[config.mk]
export PLATFORM = sky130hd
export DESIGN_NAME = decimal_digit_display_register_flat
export DESIGN_NICKNAME = d
export VERILOG_FILES = /design/src/rtl/ddd_pkg.sv /design/src/rtl/ddd_req_if.sv /design/src/rtl/ddd_rsp_if.sv /design/src/rtl/ddd_csr_if.sv /design/src/rtl/ddd_ctrl.sv /design/src/rtl/ddd_dpath.sv /design/src/rtl/decimal_digit_display_register.sv /design/src/flat_wrapper.sv
export SDC_FILE = /design/constraint.sdc
export NUM_CORES = 2
export LEC_CHECK = 0
export ABC_CLOCK_PERIOD_IN_PS = 11800
export BUFFER_PORTS_ARGS = -buffer_cell sky130_fd_sc_hd__buf_2
export CAP_MARGIN = 20
export CORE_ASPECT_RATIO = 0.6
export CORE_UTILIZATION = 25
export CTS_CLUSTER_SIZE = 25
export DETAILED_ROUTE_END_ITERATION = 10
export PLACE_DENSITY = 0.39
export SYNTH_ARGS = -nofsm -noshare
export SYNTH_HDL_FRONTEND = slang
export SYNTH_SLANG_ARGS = --single-unit
export TNS_END_PERCENT = 20
[constraint.sdc]
create_clock -name clock -period 11.8 [get_ports clock]
set_clock_uncertainty 0.1 [all_clocks]
set_input_delay 1.77 -clock clock [delete_from_list [all_inputs] [get_ports clock]]
set_output_delay 1.77 -clock clock [all_outputs]
set_load 0.05 [all_outputs]
[src/rtl/ddd_pkg.sv]
`timescale 1ns / 1ps
// ----------------------------------------------------------------------------
// Decimal digit display register package
// Field widths, request and register codes, shared types and the power of
// ten table used by the display register modules.
// ----------------------------------------------------------------------------
package ddd_pkg;

   localparam int KIND_W      = 3;
   localparam int VALUE_W     = 27;
   localparam int INDEX_W     = 3;
   localparam int DIGIT_W     = 4;
   localparam int SHIFT_W     = 5;
   localparam int NUMBER_W    = 27;
   localparam int WORD_W      = 32;
   localparam int HELD_W      = 32;
   localparam int PROD_W      = 64;
   localparam int CSR_INDEX_W = 2;
   localparam int CSR_DATA_W  = 4;

   localparam int DEF_MAX_PIPES   = 8;
   localparam int DEF_DIGIT_LIMIT = 10;

   localparam logic [KIND_W-1:0] KIND_SET_NUMBER = 3'd0;
   localparam logic [KIND_W-1:0] KIND_SET_DIGIT  = 3'd1;
   localparam logic [KIND_W-1:0] KIND_INCREMENT  = 3'd2;
   localparam logic [KIND_W-1:0] KIND_DECREMENT  = 3'd3;
   localparam logic [KIND_W-1:0] KIND_SHIFT      = 3'd4;

   localparam logic [CSR_INDEX_W-1:0] CSR_PIPE_COUNT = 2'd0;
   localparam logic [CSR_INDEX_W-1:0] CSR_UNIT_COUNT = 2'd1;

   localparam logic [3:0] PIPE_COUNT_RESET = 4'd8;
   localparam logic [2:0] UNIT_COUNT_RESET = 3'd0;

   // Quotient by ten is (x * RECIP_TEN) >> RECIP_SHIFT for any 32-bit x.
   localparam logic [HELD_W-1:0] RECIP_TEN   = 32'hCCCC_CCCD;
   localparam int                RECIP_SHIFT = 35;

   typedef struct packed {
      logic capture;
      logic decode;
      logic cfg_write;
      logic split_mul;
      logic split_digit;
      logic shift_step;
      logic sum_init;
      logic sum_step;
      logic load_result;
   } ddd_cmd_type;

   typedef struct packed {
      logic need_split;
      logic is_shift;
      logic shift_done;
      logic split_last;
      logic sum_last;
   } ddd_status_type;

   function automatic logic [HELD_W-1:0] pow_ten(input logic [3:0] k);
      logic [HELD_W-1:0] r;
      case (k)
         4'd0:    r = 32'd1;
         4'd1:    r = 32'd10;
         4'd2:    r = 32'd100;
         4'd3:    r = 32'd1000;
         4'd4:    r = 32'd10000;
         4'd5:    r = 32'd100000;
         4'd6:    r = 32'd1000000;
         4'd7:    r = 32'd10000000;
         4'd8:    r = 32'd100000000;
         4'd9:    r = 32'd1000000000;
         default: r = 32'd1000000000;
      endcase
      return r;
   endfunction

endpackage

[src/rtl/ddd_req_if.sv]
`timescale 1ns / 1ps
// ----------------------------------------------------------------------------
// Display request channel
// Valid/ready channel that carries one display request.
// ----------------------------------------------------------------------------
interface ddd_req_if;
   import ddd_pkg::*;

   logic                      valid;
   logic                      ready;
   logic [KIND_W-1:0]         kind;
   logic [VALUE_W-1:0]        value;
   logic [INDEX_W-1:0]        pipe_index;
   logic [DIGIT_W-1:0]        digit;
   logic signed [SHIFT_W-1:0] shift_amount;

   modport source (output valid, kind, value, pipe_index, digit, shift_amount,
                   input ready);
   modport sink (input valid, kind, value, pipe_index, digit, shift_amount,
                 output ready);
endinterface

[src/rtl/ddd_rsp_if.sv]
`timescale 1ns / 1ps
// ----------------------------------------------------------------------------
// Display response channel
// Valid/ready channel that carries the display state after a request.
// ----------------------------------------------------------------------------
interface ddd_rsp_if;
   import ddd_pkg::*;

   logic                valid;
   logic                ready;
   logic [NUMBER_W-1:0] shown_number;
   logic [WORD_W-1:0]   digit_word;
   logic                ignored;

   modport source (output valid, shown_number, digit_word, ignored, input ready);
   modport sink (input valid, shown_number, digit_word, ignored, output ready);
endinterface

[src/rtl/ddd_csr_if.sv]
`timescale 1ns / 1ps
// ----------------------------------------------------------------------------
// Display configuration write channel
// Valid/ready channel that carries a register index and write data.
// ----------------------------------------------------------------------------
interface ddd_csr_if;
   import ddd_pkg::*;

   logic                   valid;
   logic                   ready;
   logic [CSR_INDEX_W-1:0] index;
   logic [CSR_DATA_W-1:0]  data;

   modport source (output valid, index, data, input ready);
   modport sink (input valid, index, data, output ready);
endinterface

[src/rtl/ddd_ctrl.sv]
`timescale 1ns / 1ps
// ----------------------------------------------------------------------------
// Display register controller
// Sequences decode, digit split, shift steps and the digit-serial sum, and
// owns the request, configuration and response handshakes.
// ----------------------------------------------------------------------------
module ddd_ctrl (
   input  logic                    clock,
   input  logic                    reset,
   input  logic                    req_valid,
   output logic                    req_ready,
   input  logic                    csr_valid,
   output logic                    csr_ready,
   output logic                    rsp_valid,
   input  logic                    rsp_ready,
   input  ddd_pkg::ddd_status_type status,
   output ddd_pkg::ddd_cmd_type    cmd
);
   import ddd_pkg::*;

   typedef enum logic [2:0] {
      S_IDLE,
      S_DECODE,
      S_SPLIT_MUL,
      S_SPLIT_DIG,
      S_SHIFT,
      S_SUM_INIT,
      S_SUM,
      S_FINISH
   } state_type;

   state_type state_ff, state_in;
   logic      cfg_pass_ff, cfg_pass_in;
   logic      rsp_valid_ff, rsp_valid_in;

   assign req_ready = (state_ff == S_IDLE) && !csr_valid;
   assign csr_ready = (state_ff == S_IDLE);
   assign rsp_valid = rsp_valid_ff;

   always_comb begin
      cmd          = '0;
      state_in     = state_ff;
      cfg_pass_in  = cfg_pass_ff;
      rsp_valid_in = rsp_valid_ff && !rsp_ready;
      case (state_ff)
         S_IDLE: begin
            if (csr_valid) begin
               cmd.cfg_write = 1'b1;
               cfg_pass_in   = 1'b1;
               state_in      = S_SUM_INIT;
            end else if (req_valid) begin
               cmd.capture = 1'b1;
               cfg_pass_in = 1'b0;
               state_in    = S_DECODE;
            end
         end
         S_DECODE: begin
            cmd.decode = 1'b1;
            if (status.need_split) begin
               state_in = S_SPLIT_MUL;
            end else if (status.is_shift) begin
               state_in = S_SHIFT;
            end else begin
               state_in = S_SUM_INIT;
            end
         end
         S_SPLIT_MUL: begin
            cmd.split_mul = 1'b1;
            state_in      = S_SPLIT_DIG;
         end
         S_SPLIT_DIG: begin
            cmd.split_digit = 1'b1;
            state_in        = status.split_last ? S_SUM_INIT : S_SPLIT_MUL;
         end
         S_SHIFT: begin
            if (status.shift_done) begin
               state_in = S_SUM_INIT;
            end else begin
               cmd.shift_step = 1'b1;
            end
         end
         S_SUM_INIT: begin
            cmd.sum_init = 1'b1;
            state_in     = S_SUM;
         end
         S_SUM: begin
            cmd.sum_step = 1'b1;
            if (status.sum_last) begin
               state_in = cfg_pass_ff ? S_IDLE : S_FINISH;
            end
         end
         S_FINISH: begin
            if (!rsp_valid_ff || rsp_ready) begin
               cmd.load_result = 1'b1;
               rsp_valid_in    = 1'b1;
               state_in        = S_IDLE;
            end
         end
         default: begin
            state_in = S_IDLE;
         end
      endcase
   end

   always_ff @(posedge clock) begin
      if (reset) begin
         state_ff     <= S_IDLE;
         cfg_pass_ff  <= 1'b0;
         rsp_valid_ff <= 1'b0;
      end else begin
         state_ff     <= state_in;
         cfg_pass_ff  <= cfg_pass_in;
         rsp_valid_ff <= rsp_valid_in;
      end
   end

`ifndef SYNTH
   a_req_to_decode: assert property (@(posedge clock) disable iff (reset)
      (req_valid && req_ready) |=> (state_ff == S_DECODE))
      else $error("request accept did not start decode");

   a_csr_to_sum: assert property (@(posedge clock) disable iff (reset)
      (csr_valid && csr_ready) |=> (state_ff == S_SUM_INIT && cfg_pass_ff))
      else $error("configuration write did not start a silent sum pass");

   a_no_overwrite: assert property (@(posedge clock) disable iff (reset)
      cmd.load_result |-> (!rsp_valid_ff || rsp_ready))
      else $error("pending response overwritten");

   a_one_channel: assert property (@(posedge clock) disable iff (reset)
      !((req_valid && req_ready) && (csr_valid && csr_ready)))
      else $error("request and configuration write taken together");
`endif

endmodule

[src/rtl/ddd_dpath.sv]
`timescale 1ns / 1ps
// ----------------------------------------------------------------------------
// Display register datapath
// Holds the pipe digits, the binary number, the configuration and the
// response registers, with the divide-by-ten split and the digit-serial sum.
// ----------------------------------------------------------------------------
module ddd_dpath #(
   parameter int MAX_PIPES   = ddd_pkg::DEF_MAX_PIPES,
   parameter int DIGIT_LIMIT = ddd_pkg::DEF_DIGIT_LIMIT
) (
   input  logic                                clock,
   input  logic                                reset,
   input  ddd_pkg::ddd_cmd_type                cmd,
   output ddd_pkg::ddd_status_type             status,
   input  logic [ddd_pkg::KIND_W-1:0]          req_kind,
   input  logic [ddd_pkg::VALUE_W-1:0]         req_value,
   input  logic [ddd_pkg::INDEX_W-1:0]         req_pipe_index,
   input  logic [ddd_pkg::DIGIT_W-1:0]         req_digit,
   input  logic signed [ddd_pkg::SHIFT_W-1:0]  req_shift_amount,
   input  logic [ddd_pkg::CSR_INDEX_W-1:0]     csr_index,
   input  logic [ddd_pkg::CSR_DATA_W-1:0]      csr_data,
   output logic [ddd_pkg::NUMBER_W-1:0]        rsp_shown_number,
   output logic [ddd_pkg::WORD_W-1:0]          rsp_digit_word,
   output logic                                rsp_ignored
);
   import ddd_pkg::*;

   localparam int CNT_W = $clog2(MAX_PIPES + 1);
   localparam int IDX_W = (MAX_PIPES > 1) ? $clog2(MAX_PIPES) : 1;
   localparam int WORD_PIPES = WORD_W / DIGIT_W;

   logic [3:0]                pipe_count_ff;
   logic [2:0]                unit_count_ff;
   logic [DIGIT_W-1:0]        digits_ff [MAX_PIPES];
   logic [DIGIT_W-1:0]        digits_in [MAX_PIPES];
   logic [HELD_W-1:0]         held_ff;
   logic [KIND_W-1:0]         kind_ff;
   logic [VALUE_W-1:0]        value_ff;
   logic [INDEX_W-1:0]        index_ff;
   logic [DIGIT_W-1:0]        digit_ff;
   logic signed [SHIFT_W-1:0] shift_ff;
   logic [HELD_W-1:0]         work_ff;
   logic [PROD_W-1:0]         prod_ff;
   logic [IDX_W-1:0]          cnt_ff;
   logic [CNT_W-1:0]          steps_ff;
   logic                      left_ff;
   logic                      ignored_ff;
   logic [NUMBER_W-1:0]       rsp_number_ff;
   logic [WORD_W-1:0]         rsp_word_ff;
   logic                      rsp_ignored_ff;

   logic [CNT_W-1:0]          pipes;
   logic [CNT_W-1:0]          pipes_top;
   logic [IDX_W-1:0]          units;
   logic [CNT_W-1:0]          number_digits;
   logic [HELD_W-1:0]         largest;
   logic [HELD_W-1:0]         temp_num;
   logic                      number_kind;
   logic                      ignore_now;
   logic signed [31:0]        shift_ext;
   logic [31:0]               shift_mag;
   logic [31:0]               shift_clamp;
   logic [HELD_W-1:0]         quotient;
   logic [HELD_W-1:0]         quotient_ten;
   logic [DIGIT_W-1:0]        remainder;
   logic [MAX_PIPES-1:0]      lane_num;
   logic [DIGIT_W-1:0]        lower_nb [MAX_PIPES];
   logic [DIGIT_W-1:0]        upper_nb [MAX_PIPES];
   logic [WORD_W-1:0]         word_next;

   always_comb begin
      if (pipe_count_ff == 4'd0) begin
         pipes = CNT_W'(1);
      end else if (32'(pipe_count_ff) > MAX_PIPES) begin
         pipes = CNT_W'(MAX_PIPES);
      end else begin
         pipes = CNT_W'(pipe_count_ff);
      end
      pipes_top = pipes - CNT_W'(1);
      if (32'(unit_count_ff) > 32'(pipes_top)) begin
         units = IDX_W'(pipes_top);
      end else begin
         units = IDX_W'(unit_count_ff);
      end
      number_digits = pipes - CNT_W'(units);
      largest       = pow_ten(4'(number_digits)) - 32'd1;
   end

   always_comb begin
      number_kind = (kind_ff == KIND_SET_NUMBER) || (kind_ff == KIND_INCREMENT) ||
                    (kind_ff == KIND_DECREMENT);
      case (kind_ff)
         KIND_INCREMENT: temp_num = (held_ff < largest) ? held_ff + 32'd1 : 32'd0;
         KIND_DECREMENT: temp_num = (held_ff > 32'd0) ? held_ff - 32'd1 : largest;
         default:        temp_num = 32'(value_ff);
      endcase
      case (kind_ff)
         KIND_SET_NUMBER: ignore_now = (temp_num > largest);
         KIND_INCREMENT:  ignore_now = (temp_num > largest);
         KIND_DECREMENT:  ignore_now = (temp_num > largest);
         KIND_SET_DIGIT:  ignore_now = (32'(index_ff) >= 32'(pipes)) ||
                                       (32'(digit_ff) >= DIGIT_LIMIT);
         KIND_SHIFT:      ignore_now = 1'b0;
         default:         ignore_now = 1'b1;
      endcase
      shift_ext   = {{(32 - SHIFT_W){shift_ff[SHIFT_W-1]}}, shift_ff};
      shift_mag   = shift_ext[31] ? 32'(-shift_ext) : 32'(shift_ext);
      shift_clamp = (shift_mag > MAX_PIPES) ? 32'(MAX_PIPES) : shift_mag;
   end

   assign quotient     = HELD_W'(prod_ff >> RECIP_SHIFT);
   assign quotient_ten = (quotient << 3) + (quotient << 1);
   assign remainder    = DIGIT_W'(work_ff - quotient_ten);

   for (genvar g = 0; g < MAX_PIPES; g++) begin : g_lane
      assign lane_num[g] = (32'(g) >= 32'(units)) && (32'(g) < 32'(pipes));
      if (g > 0) begin : g_low
         assign lower_nb[g] = lane_num[g-1] ? digits_ff[g-1] : '0;
      end else begin : g_low0
         assign lower_nb[g] = '0;
      end
      if (g < MAX_PIPES - 1) begin : g_up
         assign upper_nb[g] = lane_num[g+1] ? digits_ff[g+1] : '0;
      end else begin : g_up0
         assign upper_nb[g] = '0;
      end
   end

   for (genvar w = 0; w < WORD_PIPES; w++) begin : g_word
      if (w < MAX_PIPES) begin : g_used
         assign word_next[w*DIGIT_W +: DIGIT_W] =
            (32'(w) < 32'(pipes)) ? digits_ff[w] : '0;
      end else begin : g_none
         assign word_next[w*DIGIT_W +: DIGIT_W] = '0;
      end
   end

   always_comb begin
      digits_in = digits_ff;
      if (cmd.decode && (kind_ff == KIND_SET_DIGIT) && !ignore_now) begin
         digits_in[IDX_W'(index_ff)] = digit_ff;
      end
      if (cmd.split_digit && (32'(remainder) < DIGIT_LIMIT)) begin
         digits_in[cnt_ff] = remainder;
      end
      if (cmd.shift_step) begin
         for (int i = 0; i < MAX_PIPES; i++) begin
            if (lane_num[i]) begin
               digits_in[i] = left_ff ? lower_nb[i] : upper_nb[i];
            end
         end
      end
   end

   assign status.need_split = cmd.decode && number_kind && !ignore_now;
   assign status.is_shift   = (kind_ff == KIND_SHIFT);
   assign status.shift_done = (steps_ff == '0);
   assign status.split_last = (32'(cnt_ff) == 32'(pipes_top));
   assign status.sum_last   = (cnt_ff == units);

   always_ff @(posedge clock) begin
      if (reset) begin
         pipe_count_ff <= PIPE_COUNT_RESET;
         unit_count_ff <= UNIT_COUNT_RESET;
         held_ff       <= '0;
         for (int i = 0; i < MAX_PIPES; i++) begin
            digits_ff[i] <= '0;
         end
      end else begin
         digits_ff <= digits_in;
         if (cmd.cfg_write) begin
            if (csr_index == CSR_PIPE_COUNT) begin
               pipe_count_ff <= csr_data[3:0];
            end else if (csr_index == CSR_UNIT_COUNT) begin
               unit_count_ff <= csr_data[2:0];
            end
         end
         if (cmd.sum_init) begin
            held_ff <= '0;
         end else if (cmd.sum_step) begin
            held_ff <= (held_ff << 3) + (held_ff << 1) + 32'(digits_ff[cnt_ff]);
         end
      end
   end

   always_ff @(posedge clock) begin
      if (cmd.capture) begin
         kind_ff  <= req_kind;
         value_ff <= req_value;
         index_ff <= req_pipe_index;
         digit_ff <= req_digit;
         shift_ff <= req_shift_amount;
      end
      if (cmd.decode) begin
         ignored_ff <= ignore_now;
         work_ff    <= temp_num;
         cnt_ff     <= units;
         steps_ff   <= CNT_W'(shift_clamp);
         left_ff    <= !shift_ext[31];
      end
      if (cmd.split_mul) begin
         prod_ff <= PROD_W'(work_ff) * PROD_W'(RECIP_TEN);
      end
      if (cmd.split_digit) begin
         work_ff <= quotient;
         if (!status.split_last) begin
            cnt_ff <= cnt_ff + IDX_W'(1);
         end
      end
      if (cmd.shift_step) begin
         steps_ff <= steps_ff - CNT_W'(1);
      end
      if (cmd.sum_init) begin
         cnt_ff <= IDX_W'(pipes_top);
      end else if (cmd.sum_step && !status.sum_last) begin
         cnt_ff <= cnt_ff - IDX_W'(1);
      end
      if (cmd.load_result) begin
         rsp_number_ff  <= held_ff[NUMBER_W-1:0];
         rsp_word_ff    <= word_next;
         rsp_ignored_ff <= ignored_ff;
      end
   end

   assign rsp_shown_number = rsp_number_ff;
   assign rsp_digit_word   = rsp_word_ff;
   assign rsp_ignored      = rsp_ignored_ff;

`ifndef SYNTH
   a_split_digit_range: assert property (@(posedge clock) disable iff (reset)
      cmd.split_digit |-> (remainder < 4'd10))
      else $error("divide by ten left a remainder of ten or more");

   a_split_in_number: assert property (@(posedge clock) disable iff (reset)
      cmd.split_digit |-> (32'(cnt_ff) >= 32'(units) && 32'(cnt_ff) < 32'(pipes)))
      else $error("split wrote outside the number pipes");

   a_sum_in_number: assert property (@(posedge clock) disable iff (reset)
      cmd.sum_step |-> (32'(cnt_ff) >= 32'(units) && 32'(cnt_ff) < 32'(pipes)))
      else $error("sum read outside the number pipes");
`endif

endmodule

[src/rtl/decimal_digit_display_register.sv]
`timescale 1ns / 1ps
// ----------------------------------------------------------------------------
// Decimal digit display register
// Keeps one decimal digit per display pipe and the binary number they show.
// ----------------------------------------------------------------------------
// A request on req_ch sets the number, sets one digit, increments, decrements
// or shifts the number digits. Every request yields one response on rsp_ch
// with the number held, all digits four bits per pipe, and an ignored flag.
// Registers pipe_count (index 0) and unit_count (index 1) are written on
// csr_ch while no request is in flight; each write starts a silent resum
// of the number digits, during which no request is taken.
// A set number, increment or decrement that is carried out goes through
// decode, a multiply by reciprocal and a digit step of the divide by ten
// for each number digit, then the serial sum and the response load. A shift
// by s moves the number digits by min(|s|, MAX_PIPES) pipes, one per step,
// leaves the shift loop and then runs the serial sum. Everything else,
// including a set number that is ignored, goes from decode to the sum. One request
// is worked on at a time; the next is taken as soon as the block is idle.
// Reset clears all digits and the number, selects 8 pipes and no unit pipes.
// A stalled response holds in the output register; a following request is
// still accepted and processed, and waits for that register to free up.
// ----------------------------------------------------------------------------
module decimal_digit_display_register #(
   parameter int MAX_PIPES   = ddd_pkg::DEF_MAX_PIPES,
   parameter int DIGIT_LIMIT = ddd_pkg::DEF_DIGIT_LIMIT
) (
   input logic     clock,
   input logic     reset,
   ddd_req_if.sink   req_ch,
   ddd_rsp_if.source rsp_ch,
   ddd_csr_if.sink   csr_ch
);
   import ddd_pkg::*;

   ddd_cmd_type    cmd;
   ddd_status_type status;

   ddd_ctrl u_ctrl (
      .clock     (clock),
      .reset     (reset),
      .req_valid (req_ch.valid),
      .req_ready (req_ch.ready),
      .csr_valid (csr_ch.valid),
      .csr_ready (csr_ch.ready),
      .rsp_valid (rsp_ch.valid),
      .rsp_ready (rsp_ch.ready),
      .status    (status),
      .cmd       (cmd)
   );

   ddd_dpath #(
      .MAX_PIPES   (MAX_PIPES),
      .DIGIT_LIMIT (DIGIT_LIMIT)
   ) u_dpath (
      .clock            (clock),
      .reset            (reset),
      .cmd              (cmd),
      .status           (status),
      .req_kind         (req_ch.kind),
      .req_value        (req_ch.value),
      .req_pipe_index   (req_ch.pipe_index),
      .req_digit        (req_ch.digit),
      .req_shift_amount (req_ch.shift_amount),
      .csr_index        (csr_ch.index),
      .csr_data         (csr_ch.data),
      .rsp_shown_number (rsp_ch.shown_number),
      .rsp_digit_word   (rsp_ch.digit_word),
      .rsp_ignored      (rsp_ch.ignored)
   );

endmodule

[src/flat_wrapper.sv]
// flat-port wrapper written by rule: the top's interface ports become plain ports
module decimal_digit_display_register_flat import ddd_pkg::*;
#(
   parameter int MAX_PIPES   = ddd_pkg::DEF_MAX_PIPES,
   parameter int DIGIT_LIMIT = ddd_pkg::DEF_DIGIT_LIMIT
)
  (clock, reset, req_ch_valid, req_ch_kind, req_ch_value, req_ch_pipe_index, req_ch_digit, req_ch_shift_amount, req_ch_ready, rsp_ch_valid, rsp_ch_shown_number, rsp_ch_digit_word, rsp_ch_ignored, rsp_ch_ready, csr_ch_valid, csr_ch_index, csr_ch_data, csr_ch_ready);
  ddd_req_if req_ch_i ();
  ddd_rsp_if rsp_ch_i ();
  ddd_csr_if csr_ch_i ();
  input logic clock;
  input logic reset;
  input wire logic [$bits(req_ch_i.valid)-1:0] req_ch_valid;
  input wire logic [$bits(req_ch_i.kind)-1:0] req_ch_kind;
  input wire logic [$bits(req_ch_i.value)-1:0] req_ch_value;
  input wire logic [$bits(req_ch_i.pipe_index)-1:0] req_ch_pipe_index;
  input wire logic [$bits(req_ch_i.digit)-1:0] req_ch_digit;
  input wire logic [$bits(req_ch_i.shift_amount)-1:0] req_ch_shift_amount;
  output wire logic [$bits(req_ch_i.ready)-1:0] req_ch_ready;
  output wire logic [$bits(rsp_ch_i.valid)-1:0] rsp_ch_valid;
  output wire logic [$bits(rsp_ch_i.shown_number)-1:0] rsp_ch_shown_number;
  output wire logic [$bits(rsp_ch_i.digit_word)-1:0] rsp_ch_digit_word;
  output wire logic [$bits(rsp_ch_i.ignored)-1:0] rsp_ch_ignored;
  input wire logic [$bits(rsp_ch_i.ready)-1:0] rsp_ch_ready;
  input wire logic [$bits(csr_ch_i.valid)-1:0] csr_ch_valid;
  input wire logic [$bits(csr_ch_i.index)-1:0] csr_ch_index;
  input wire logic [$bits(csr_ch_i.data)-1:0] csr_ch_data;
  output wire logic [$bits(csr_ch_i.ready)-1:0] csr_ch_ready;
  assign req_ch_i.valid = req_ch_valid;
  assign req_ch_i.kind = req_ch_kind;
  assign req_ch_i.value = req_ch_value;
  assign req_ch_i.pipe_index = req_ch_pipe_index;
  assign req_ch_i.digit = req_ch_digit;
  assign req_ch_i.shift_amount = req_ch_shift_amount;
  assign req_ch_ready = req_ch_i.ready;
  assign rsp_ch_valid = rsp_ch_i.valid;
  assign rsp_ch_shown_number = rsp_ch_i.shown_number;
  assign rsp_ch_digit_word = rsp_ch_i.digit_word;
  assign rsp_ch_ignored = rsp_ch_i.ignored;
  assign rsp_ch_i.ready = rsp_ch_ready;
  assign csr_ch_i.valid = csr_ch_valid;
  assign csr_ch_i.index = csr_ch_index;
  assign csr_ch_i.data = csr_ch_data;
  assign csr_ch_ready = csr_ch_i.ready;
  decimal_digit_display_register #(.MAX_PIPES(MAX_PIPES), .DIGIT_LIMIT(DIGIT_LIMIT)) u_core (.clock(clock), .reset(reset), .req_ch(req_ch_i), .rsp_ch(rsp_ch_i), .csr_ch(csr_ch_i));
endmodule
=== Word level (Yosys, flattened, before mapping) ===
Memory sizes are Yosys's and may differ from the RTL's.
Index checks and enable logic that the tools add are counted.

* Flip-flop bits (word level): 283
* Bits in latches: 0
* RAM bits: 0
* Bits in read-only memories: 480
* Input port bits: 53
* Output and inout port bits: 63
* Logic and storage cells: 223
* Memories kept: 1

* Add/subtract/negate cells: 13
* Multipliers: 1
* Divide/modulo/power cells: 0
* Order comparisons: 28
* Eq/ne operators: 18
* Shifts and indexed selects: 0
* Multiplexer cells: 82
* Bitwise gates (word level): 3
* Reduce and logical (&&, ||, !) cells: 41

{| class="wikitable"
|+ Memory list
! memory !! words !! bits a word !! rd ports !! clocked after memory_dff !! wr ports !! RTL line !! source
|-
| (name not given) || 16 || 30 || 1 || 0 || 0 || ddd_pkg.sv:62 || <nowiki>case (k)</nowiki>
|}

{| class="wikitable"
|+ Operators by type and width
! operator !! count
|-
| 2-to-1 mux 32 bit || 6
|-
| 2-to-1 mux 4 bit || 33
|-
| bitwise mux 32 bit || 2
|-
| multiplier 32 x 32 -> 64 bit (second input constant) || 1
|-
| case mux 32 bit (2 select lines) || 1
|-
| subtractor 32 x 1 -> 32 bit (second input constant) || 2
|-
| 2-to-1 mux 29 bit || 2
|-
| 2-to-1 mux 3 bit || 14
|-
| adder 32 x 1 -> 32 bit (second input constant) || 1
|-
| adder 32 bit || 1
|-
| adder 32 x 4 -> 32 bit || 1
|-
| greater-than comparator 32 x 1 -> 1 bit (second input constant) || 1
|-
| greater-than comparator 32 bit || 1
|-
| greater-than comparator 32 x 4 -> 1 bit (second input constant) || 1
|-
| < comparator 32 bit || 1
|-
| negation 5 -> 32 bit || 1
|-
| demux 4 bit (select 3 bit) || 2
|-
| case mux 3 bit (8 select lines) || 1
|-
| 2-to-1 mux 1 bit || 19
|-
| logical AND 1 bit || 17
|-
| < comparator 3 x 4 -> 1 bit (first input constant) || 4
|-
| == test 3 bit (second input constant) || 5
|-
| binary-select mux 4 bit (select 3 bit) || 1
|-
| == test 3 x 2 -> 1 bit (second input constant) || 4
|-
| 38 further kinds || 64
|}

=== Logic depth before layout (Yosys ltp) ===
An unclocked memory read counts as a cell.

* Depth after elaboration: 21
* Mapped depth: 51
* Depth with buffers taken out: 46

=== Cells and area by module ===
A second synthesis with hierarchy kept.

* Cells, all modules: 3402
* Area total of the unflattened synthesis: 33597.2 um2

{| class="wikitable"
|+ By module, submodules not included
! module !! times used !! cells each !! area each (um2) !! sequential area each (um2)
|-
| ddd_dpath || 1 || 3351 || 33166.8 || 6526.3
|-
| ddd_ctrl || 1 || 51 || 430.4 || 100.1
|}

=== Least setup slack after synthesis ===
Ideal clock, no wire load.

* Path kind: register to register
* Start: register u_core.u_dpath.pipe_count_ff[2]
* End: register u_core.u_dpath.digits_ff[28] (netlist bit)
* Setup time: 133 ps
* Data arrival time: 9245 ps
* Data required time: 11567 ps
* Setup slack: 2322 ps
* Cell stages (with the launch flop): 48
* Path buffers: 5
* Period minus slack after synthesis: 9478 ps
* Cell sequence: dfxtp_1 -> buf_2 -> nor2_1 -> nor2_1 -> nor2_1 -> inv_1 -> ha_1 -> xor2_1 -> ha_1 -> and3_1 -> a21oi_1 -> o21ai_2 -> ha_1 -> or3b_1 -> o2111ai_1 -> mux2i_1 -> or4_4 -> nand2_1 -> [12 not listed] -> a31oi_1 -> o221ai_1 -> nor3_1 -> a311oi_2 -> buf_4 -> or2b_4 -> o21ai_0 -> ha_1 -> nand4_1 -> nor4_2 -> nand3_1 -> o31ai_2 -> o221ai_1 -> o21ba_2 -> nor4bb_1 -> clkbuf_1 -> mux2i_1 -> o221ai_1

* Longest elaborated chain between the ends: 21
* Elaborated cells on any way between the ends: 33
* Classes of those cells: 3 x add/sub; 9 x order compare; 14 x mux; 6 x reduce/logical; 1 x memory

{| class="wikitable"
|+ RTL lines
! element !! RTL line !! source
|-
| start: declaration || ddd_dpath.sv:32 || <nowiki>logic [3:0] pipe_count_ff;</nowiki>
|-
| start signal: assignment || ddd_dpath.sv:173 || <nowiki>pipe_count_ff <= csr_data[3:0];</nowiki>
|-
| greater-than comparator 4 bit || ddd_dpath.sv:74 || <nowiki>end else if (32'(pipe_count_ff) > MAX_PIPES) begin</nowiki>
|-
| 2-to-1 mux 4 bit || ddd_dpath.sv:74 ||
|-
| 2-to-1 mux 4 bit * || ddd_dpath.sv:72 || <nowiki>if (pipe_count_ff == 4'd0) begin</nowiki>
|-
| subtractor 4 x 1 -> 4 bit || ddd_dpath.sv:79 || <nowiki>pipes_top = pipes - CNT_W'(1);</nowiki>
|-
| greater-than comparator 3 x 4 -> 1 bit || ddd_dpath.sv:80 || <nowiki>if (32'(unit_count_ff) > 32'(pipes_top)) begin</nowiki>
|-
| 2-to-1 mux 3 bit || ddd_dpath.sv:80 ||
|-
| subtractor 4 x 3 -> 4 bit * || ddd_dpath.sv:85 || <nowiki>number_digits = pipes - CNT_W'(units);</nowiki>
|-
| memory read (16 x 30 bit) * || -- ||
|-
| [4 not listed] || -- ||
|-
| net u_core.u_dpath.temp_num[31] || ddd_dpath.sv:57 || <nowiki>logic [HELD_W-1:0] temp_num;</nowiki>
|-
| [1 not listed] || -- ||
|-
| case mux 1 bit (3 select lines) * || ddd_dpath.sv:97 || <nowiki>case (kind_ff)</nowiki>
|-
| zero test 1 bit * || ddd_dpath.sv:140 || <nowiki>if (cmd.decode && (kind_ff == KIND_SET_DIGIT) && !ignore_now) begin</nowiki>
|-
| logical AND 1 bit * || ddd_dpath.sv:140 ||
|-
| 2-to-1 mux 32 bit * || ddd_dpath.sv:140 ||
|-
| bitwise mux 32 bit || ddd_dpath.sv:144 || <nowiki>digits_in[cnt_ff] = remainder;</nowiki>
|-
| 2-to-1 mux 32 bit * || ddd_dpath.sv:143 || <nowiki>if (cmd.split_digit && (32'(remainder) < DIGIT_LIMIT)) begin</nowiki>
|-
| 2-to-1 mux 4 bit || ddd_dpath.sv:148 || <nowiki>if (lane_num[i]) begin</nowiki>
|-
| 2-to-1 mux 32 bit * || ddd_dpath.sv:146 || <nowiki>if (cmd.shift_step) begin</nowiki>
|-
| end signal: assignment || ddd_dpath.sv:170 || <nowiki>digits_ff <= digits_in;</nowiki>
|-
| end: declaration || ddd_dpath.sv:34 || <nowiki>logic [DIGIT_W-1:0] digits_ff [MAX_PIPES];</nowiki>
|}

The timed path passes the listed nets; every way through them passes the cells marked *.
A chain may end at the register's enable or synchronous reset.

=== Worst setup path after layout ===
* Start: register u_core.u_dpath.pipe_count_ff[3]
* End: register u_core.u_dpath.digits_ff[16] (netlist bit)

* Longest elaborated chain between the ends: 21
* Elaborated cells on any way between the ends: 37
* Classes of those cells: 3 x add/sub; 11 x order compare; 15 x mux; 7 x reduce/logical; 1 x memory

{| class="wikitable"
|+ RTL lines
! element !! RTL line
|-
| greater-than comparator 4 bit || ddd_dpath.sv:74
|-
| 2-to-1 mux 4 bit || ddd_dpath.sv:74
|-
| 2-to-1 mux 4 bit * || ddd_dpath.sv:72
|-
| subtractor 4 x 1 -> 4 bit || ddd_dpath.sv:79
|-
| greater-than comparator 3 x 4 -> 1 bit || ddd_dpath.sv:80
|-
| 2-to-1 mux 3 bit || ddd_dpath.sv:80
|-
| subtractor 4 x 3 -> 4 bit || ddd_dpath.sv:85
|-
| memory read (16 x 30 bit) || --
|-
| [5 not listed] || --
|-
| case mux 1 bit (3 select lines) || ddd_dpath.sv:97
|-
| zero test 1 bit || ddd_dpath.sv:140
|-
| logical AND 1 bit || ddd_dpath.sv:140
|-
| 2-to-1 mux 32 bit || ddd_dpath.sv:140
|-
| bitwise mux 32 bit || ddd_dpath.sv:144
|-
| 2-to-1 mux 32 bit || ddd_dpath.sv:143
|-
| 2-to-1 mux 4 bit || ddd_dpath.sv:148
|-
| 2-to-1 mux 32 bit * || ddd_dpath.sv:146
|}

Mark *: on every way between the ends. The rest lies on a longest branch, timed or not.

==> reports/qor.yml <==
clock_network:
  ctsHoldBuffers: 0
  cts_max_level: 1
  cts_tree: "yes"
  worstSkewPairLatency_ps: 580
  clockBufferDepth: 3
  root_buffer: "clkbuf_16"
  cts.sinks: 248
  cts_made_buffers: 23
  cts.reportedPaths.clkPinSlew_ps: 80
sta:
  min_period_ps: 10880
  rsz0062_at_grt: "false"
  slew_viol_final: 0
  period_share_pct: 92.2
  tns_ps: 0
  max_clock_freq_ghz: 0.0919
  worstMarginPinSlew_ps: 1120
  holdWs_ps: 348
  setup_viol: 0
  hold_violations: 0
  maxSlewHeadroom_pct: 24.6
yosys:
  synthCells: 3372
  synth_top_area_share_pct: 25.3
  yosysTopAreaCell: "fa_1"
  ys_seq_area_share_pct: 20.0
  synth_edf_count: 166
  syn_nets: 4325
  synth_cell_types: 92
  synth_warnings: 0
  synthesis.area_um2: 33000
  synth_area_leaders: "fa_1 25%, ha_1 18%, edfxtp_1 15%"
  ys_ff_latch: 248
  syn_avg_cell_area_um2: 9.80
  ys.flop_type: "edfxtp_1"
  async_reset_ff_share_pct: 0
route:
  wirelength_um: 116000
  vias_per_cell: 4.74
  drtPass1Iterations: 5
  postRouteAntennaNets: 0
  wl_per_cell_um: 22.4
  drc: 0
  vias: 24700
  drt_iter0_markers: 1998
floorplanning:
  rows: 102
  start_util_pct: 25.4
  die_w_um: 471
  core_um2: 130000
  top_level_ports: 116
  dieArea_um2: 134000
  die_y_um: 284
critical_path:
  setup.worst_path.class: "reg -> reg"
  cpPeakStageDelay_ps: 510
  crit_fanout: 12
  critPathLaunchType: "flop"
  crit_path_frequent_cell: "ha_1"
  cp_slowest_cell: "a2111oi_0"
  r2r_end: "u_core.u_dpath.digits_ff[16]$_SDFF_PP0_"
  required_ps: 12160
  r2r_start: "u_core.u_dpath.pipe_count_ff[3]$_SDFFE_PP1P_"
  endpoint_kind: "flop"
  reg2regPathDepth: 40
  r2r_slack_ps: 920
  crit_arrival_ps: 11240
finish:
  drive_gt1_share_pct: 8.17
  layout.nets: 4425
  mostFrequentLayoutCell: "inv_1"
  final_cell_area_um2: 36600
  antenna_cells: 0
  area_growth_pct: 10.9
  layout_common_cells: "676 x inv_1, 483 x ha_1, 417 x fa_1"
  postLayoutCoreUtil_pct: 28.2
job:
  cap_violations: 0
grt:
  grt_overflow: 0
  antenna_found_initial: 5
  grt_first_pass_wirelength_um: 171000
  grtUsageTotal_pct: 17.3
  grt_max_degree: 61
  grt_pass1_vias: 24400
min_path:
  min_from: "u_core.u_dpath.ignored_ff$_DFFE_PP_"
  hold_end: "u_core.u_dpath.rsp_ignored$_DFFE_PP_"
  whs_path_depth: 0
  hp-class: "reg -> reg"
placed_design:
  port_buffers: 115
  dp_hpwl_um: 98400
  gp_congestion: 0.887
  place_area_um2: 35800
status:
  status: "complete, no violations"
Yosys cell counts, types with 51 or more instances:
master and n:
inv_1 676, ha_1 483, fa_1 417, nand2_1 182, nor2_1 168, a21oi_1 166, edfxtp_1 166, o21ai_0 105
dfxtp_1 82, xnor2_1 76, clkbuf_1 71, nand3_1 63, nor3_1 51
state kept, by name, indices dropped and copies added (netlist names):
register / cells
u_core.u_dpath.digits_ff: 32
u_core.u_dpath.held_ff: 32
u_core.u_dpath.rsp_digit_word: 32
u_core.u_dpath.work_ff: 32
u_core.u_dpath.prod_ff: 29
u_core.u_dpath.rsp_shown_number: 27
u_core.u_dpath.value_ff: 27
u_core.u_dpath.shift_ff: 5
u_core.u_dpath.digit_ff: 4
u_core.u_dpath.pipe_count_ff: 4
u_core.u_dpath.steps_ff: 4
u_core.u_ctrl.state_ff: 3
u_core.u_dpath.cnt_ff: 3
u_core.u_dpath.index_ff: 3
u_core.u_dpath.kind_ff: 3
u_core.u_dpath.unit_count_ff: 3
u_core.u_ctrl.cfg_pass_ff: 1
u_core.u_ctrl.rsp_valid: 1
u_core.u_dpath.ignored_ff: 1
u_core.u_dpath.left_ff: 1
u_core.u_dpath.rsp_ignored: 1
final cells by class:
cell class	count	area (µm²)
clock buffers	26	587
clock inverters	16	189
inverters	678	2540
multi-input cells	2349	23500
fillers	13800	93400
flip-flops and latches	248	6630
well taps	1716	2150
repair buffers	172	1000
worst max path at each step:
stage | from | to | slack [ps] | depth (start not counted)
2_1_floorplan | u_core.u_dpath.pipe_count_ff[2]$_SDFFE_PP0P_ | u_core.u_dpath.digits_ff[28]$_SDFF_PP0_ | 2320 | 47
3_3_place_gp | u_core.u_dpath.pipe_count_ff[3]$_SDFFE_PP1P_ | u_core.u_dpath.digits_ff[18]$_SDFF_PP0_ | 600 | 45
3_5_place_dp | u_core.u_dpath.pipe_count_ff[3]$_SDFFE_PP1P_ | u_core.u_dpath.digits_ff[20]$_SDFF_PP0_ | 430 | 45
4_1_cts | u_core.u_dpath.pipe_count_ff[3]$_SDFFE_PP1P_ | u_core.u_dpath.digits_ff[20]$_SDFF_PP0_ | 360 | 45
5_1_grt | u_core.u_dpath.pipe_count_ff[1]$_SDFFE_PP0P_ | u_core.u_dpath.digits_ff[26]$_SDFF_PP0_ | 80 | 49
6_report | u_core.u_dpath.pipe_count_ff[3]$_SDFFE_PP1P_ | u_core.u_dpath.digits_ff[16]$_SDFF_PP0_ | 920 | 40
what timing repair did:
item | in CTS | in global routing
hold endpoints to repair | 0 | 0
buffers inserted | 0 | 3
endpoints found under the setup margin | 0 | 33
gates resized for setup | 0 | 7
critical path: cells and delay by family, from the launching register on:
kind	cells	cell delay, ps
multiplexers	1	120
flip-flops	1	420
AND/OR/NAND/NOR	8	2460
XOR/XNOR	1	190
AO/OA/AOI/OAI	16	4160
adder cells (fa/ha/maj)	7	2210
buffers and inverters	7	1070
metal layers:
layer / routed length [µm] / part of all wire [%] / GRT usage (%)
met5: 41 / 0.035 / 0
met4: 700 / 0.60 / 1.09
met3: 8430 / 7.2 / 3.80
met2: 40600 / 35 / 21.0
met1: 66600 / 57 / 30.3
cells by family (layout without fill, tap and decap cells):
kind of cell,after synthesis,count (layout),synth area share (%)
adder cells (fa/ha/maj),901,901,43.6
buffers and inverters,775,892,8.94
AND/OR/NAND/NOR,692,692,10.4
AO/OA/AOI/OAI,552,552,11.0
flip-flops,248,248,20.0
XOR/XNOR,128,128,3.46
multiplexers,76,76,2.52
through the flow:
step / worst slack (ps) / std cells
final: 918 / 5205
after global routing: 78.8 / 5205
after CTS: 363 / 5200
after detailed placement: 432 / 5158
after global placement: 597 / 5157
after floorplan: 2320 / 3372
Power is not shown: default switching activity piles up to over one toggle a cycle in this logic, so the estimate is an artifact.
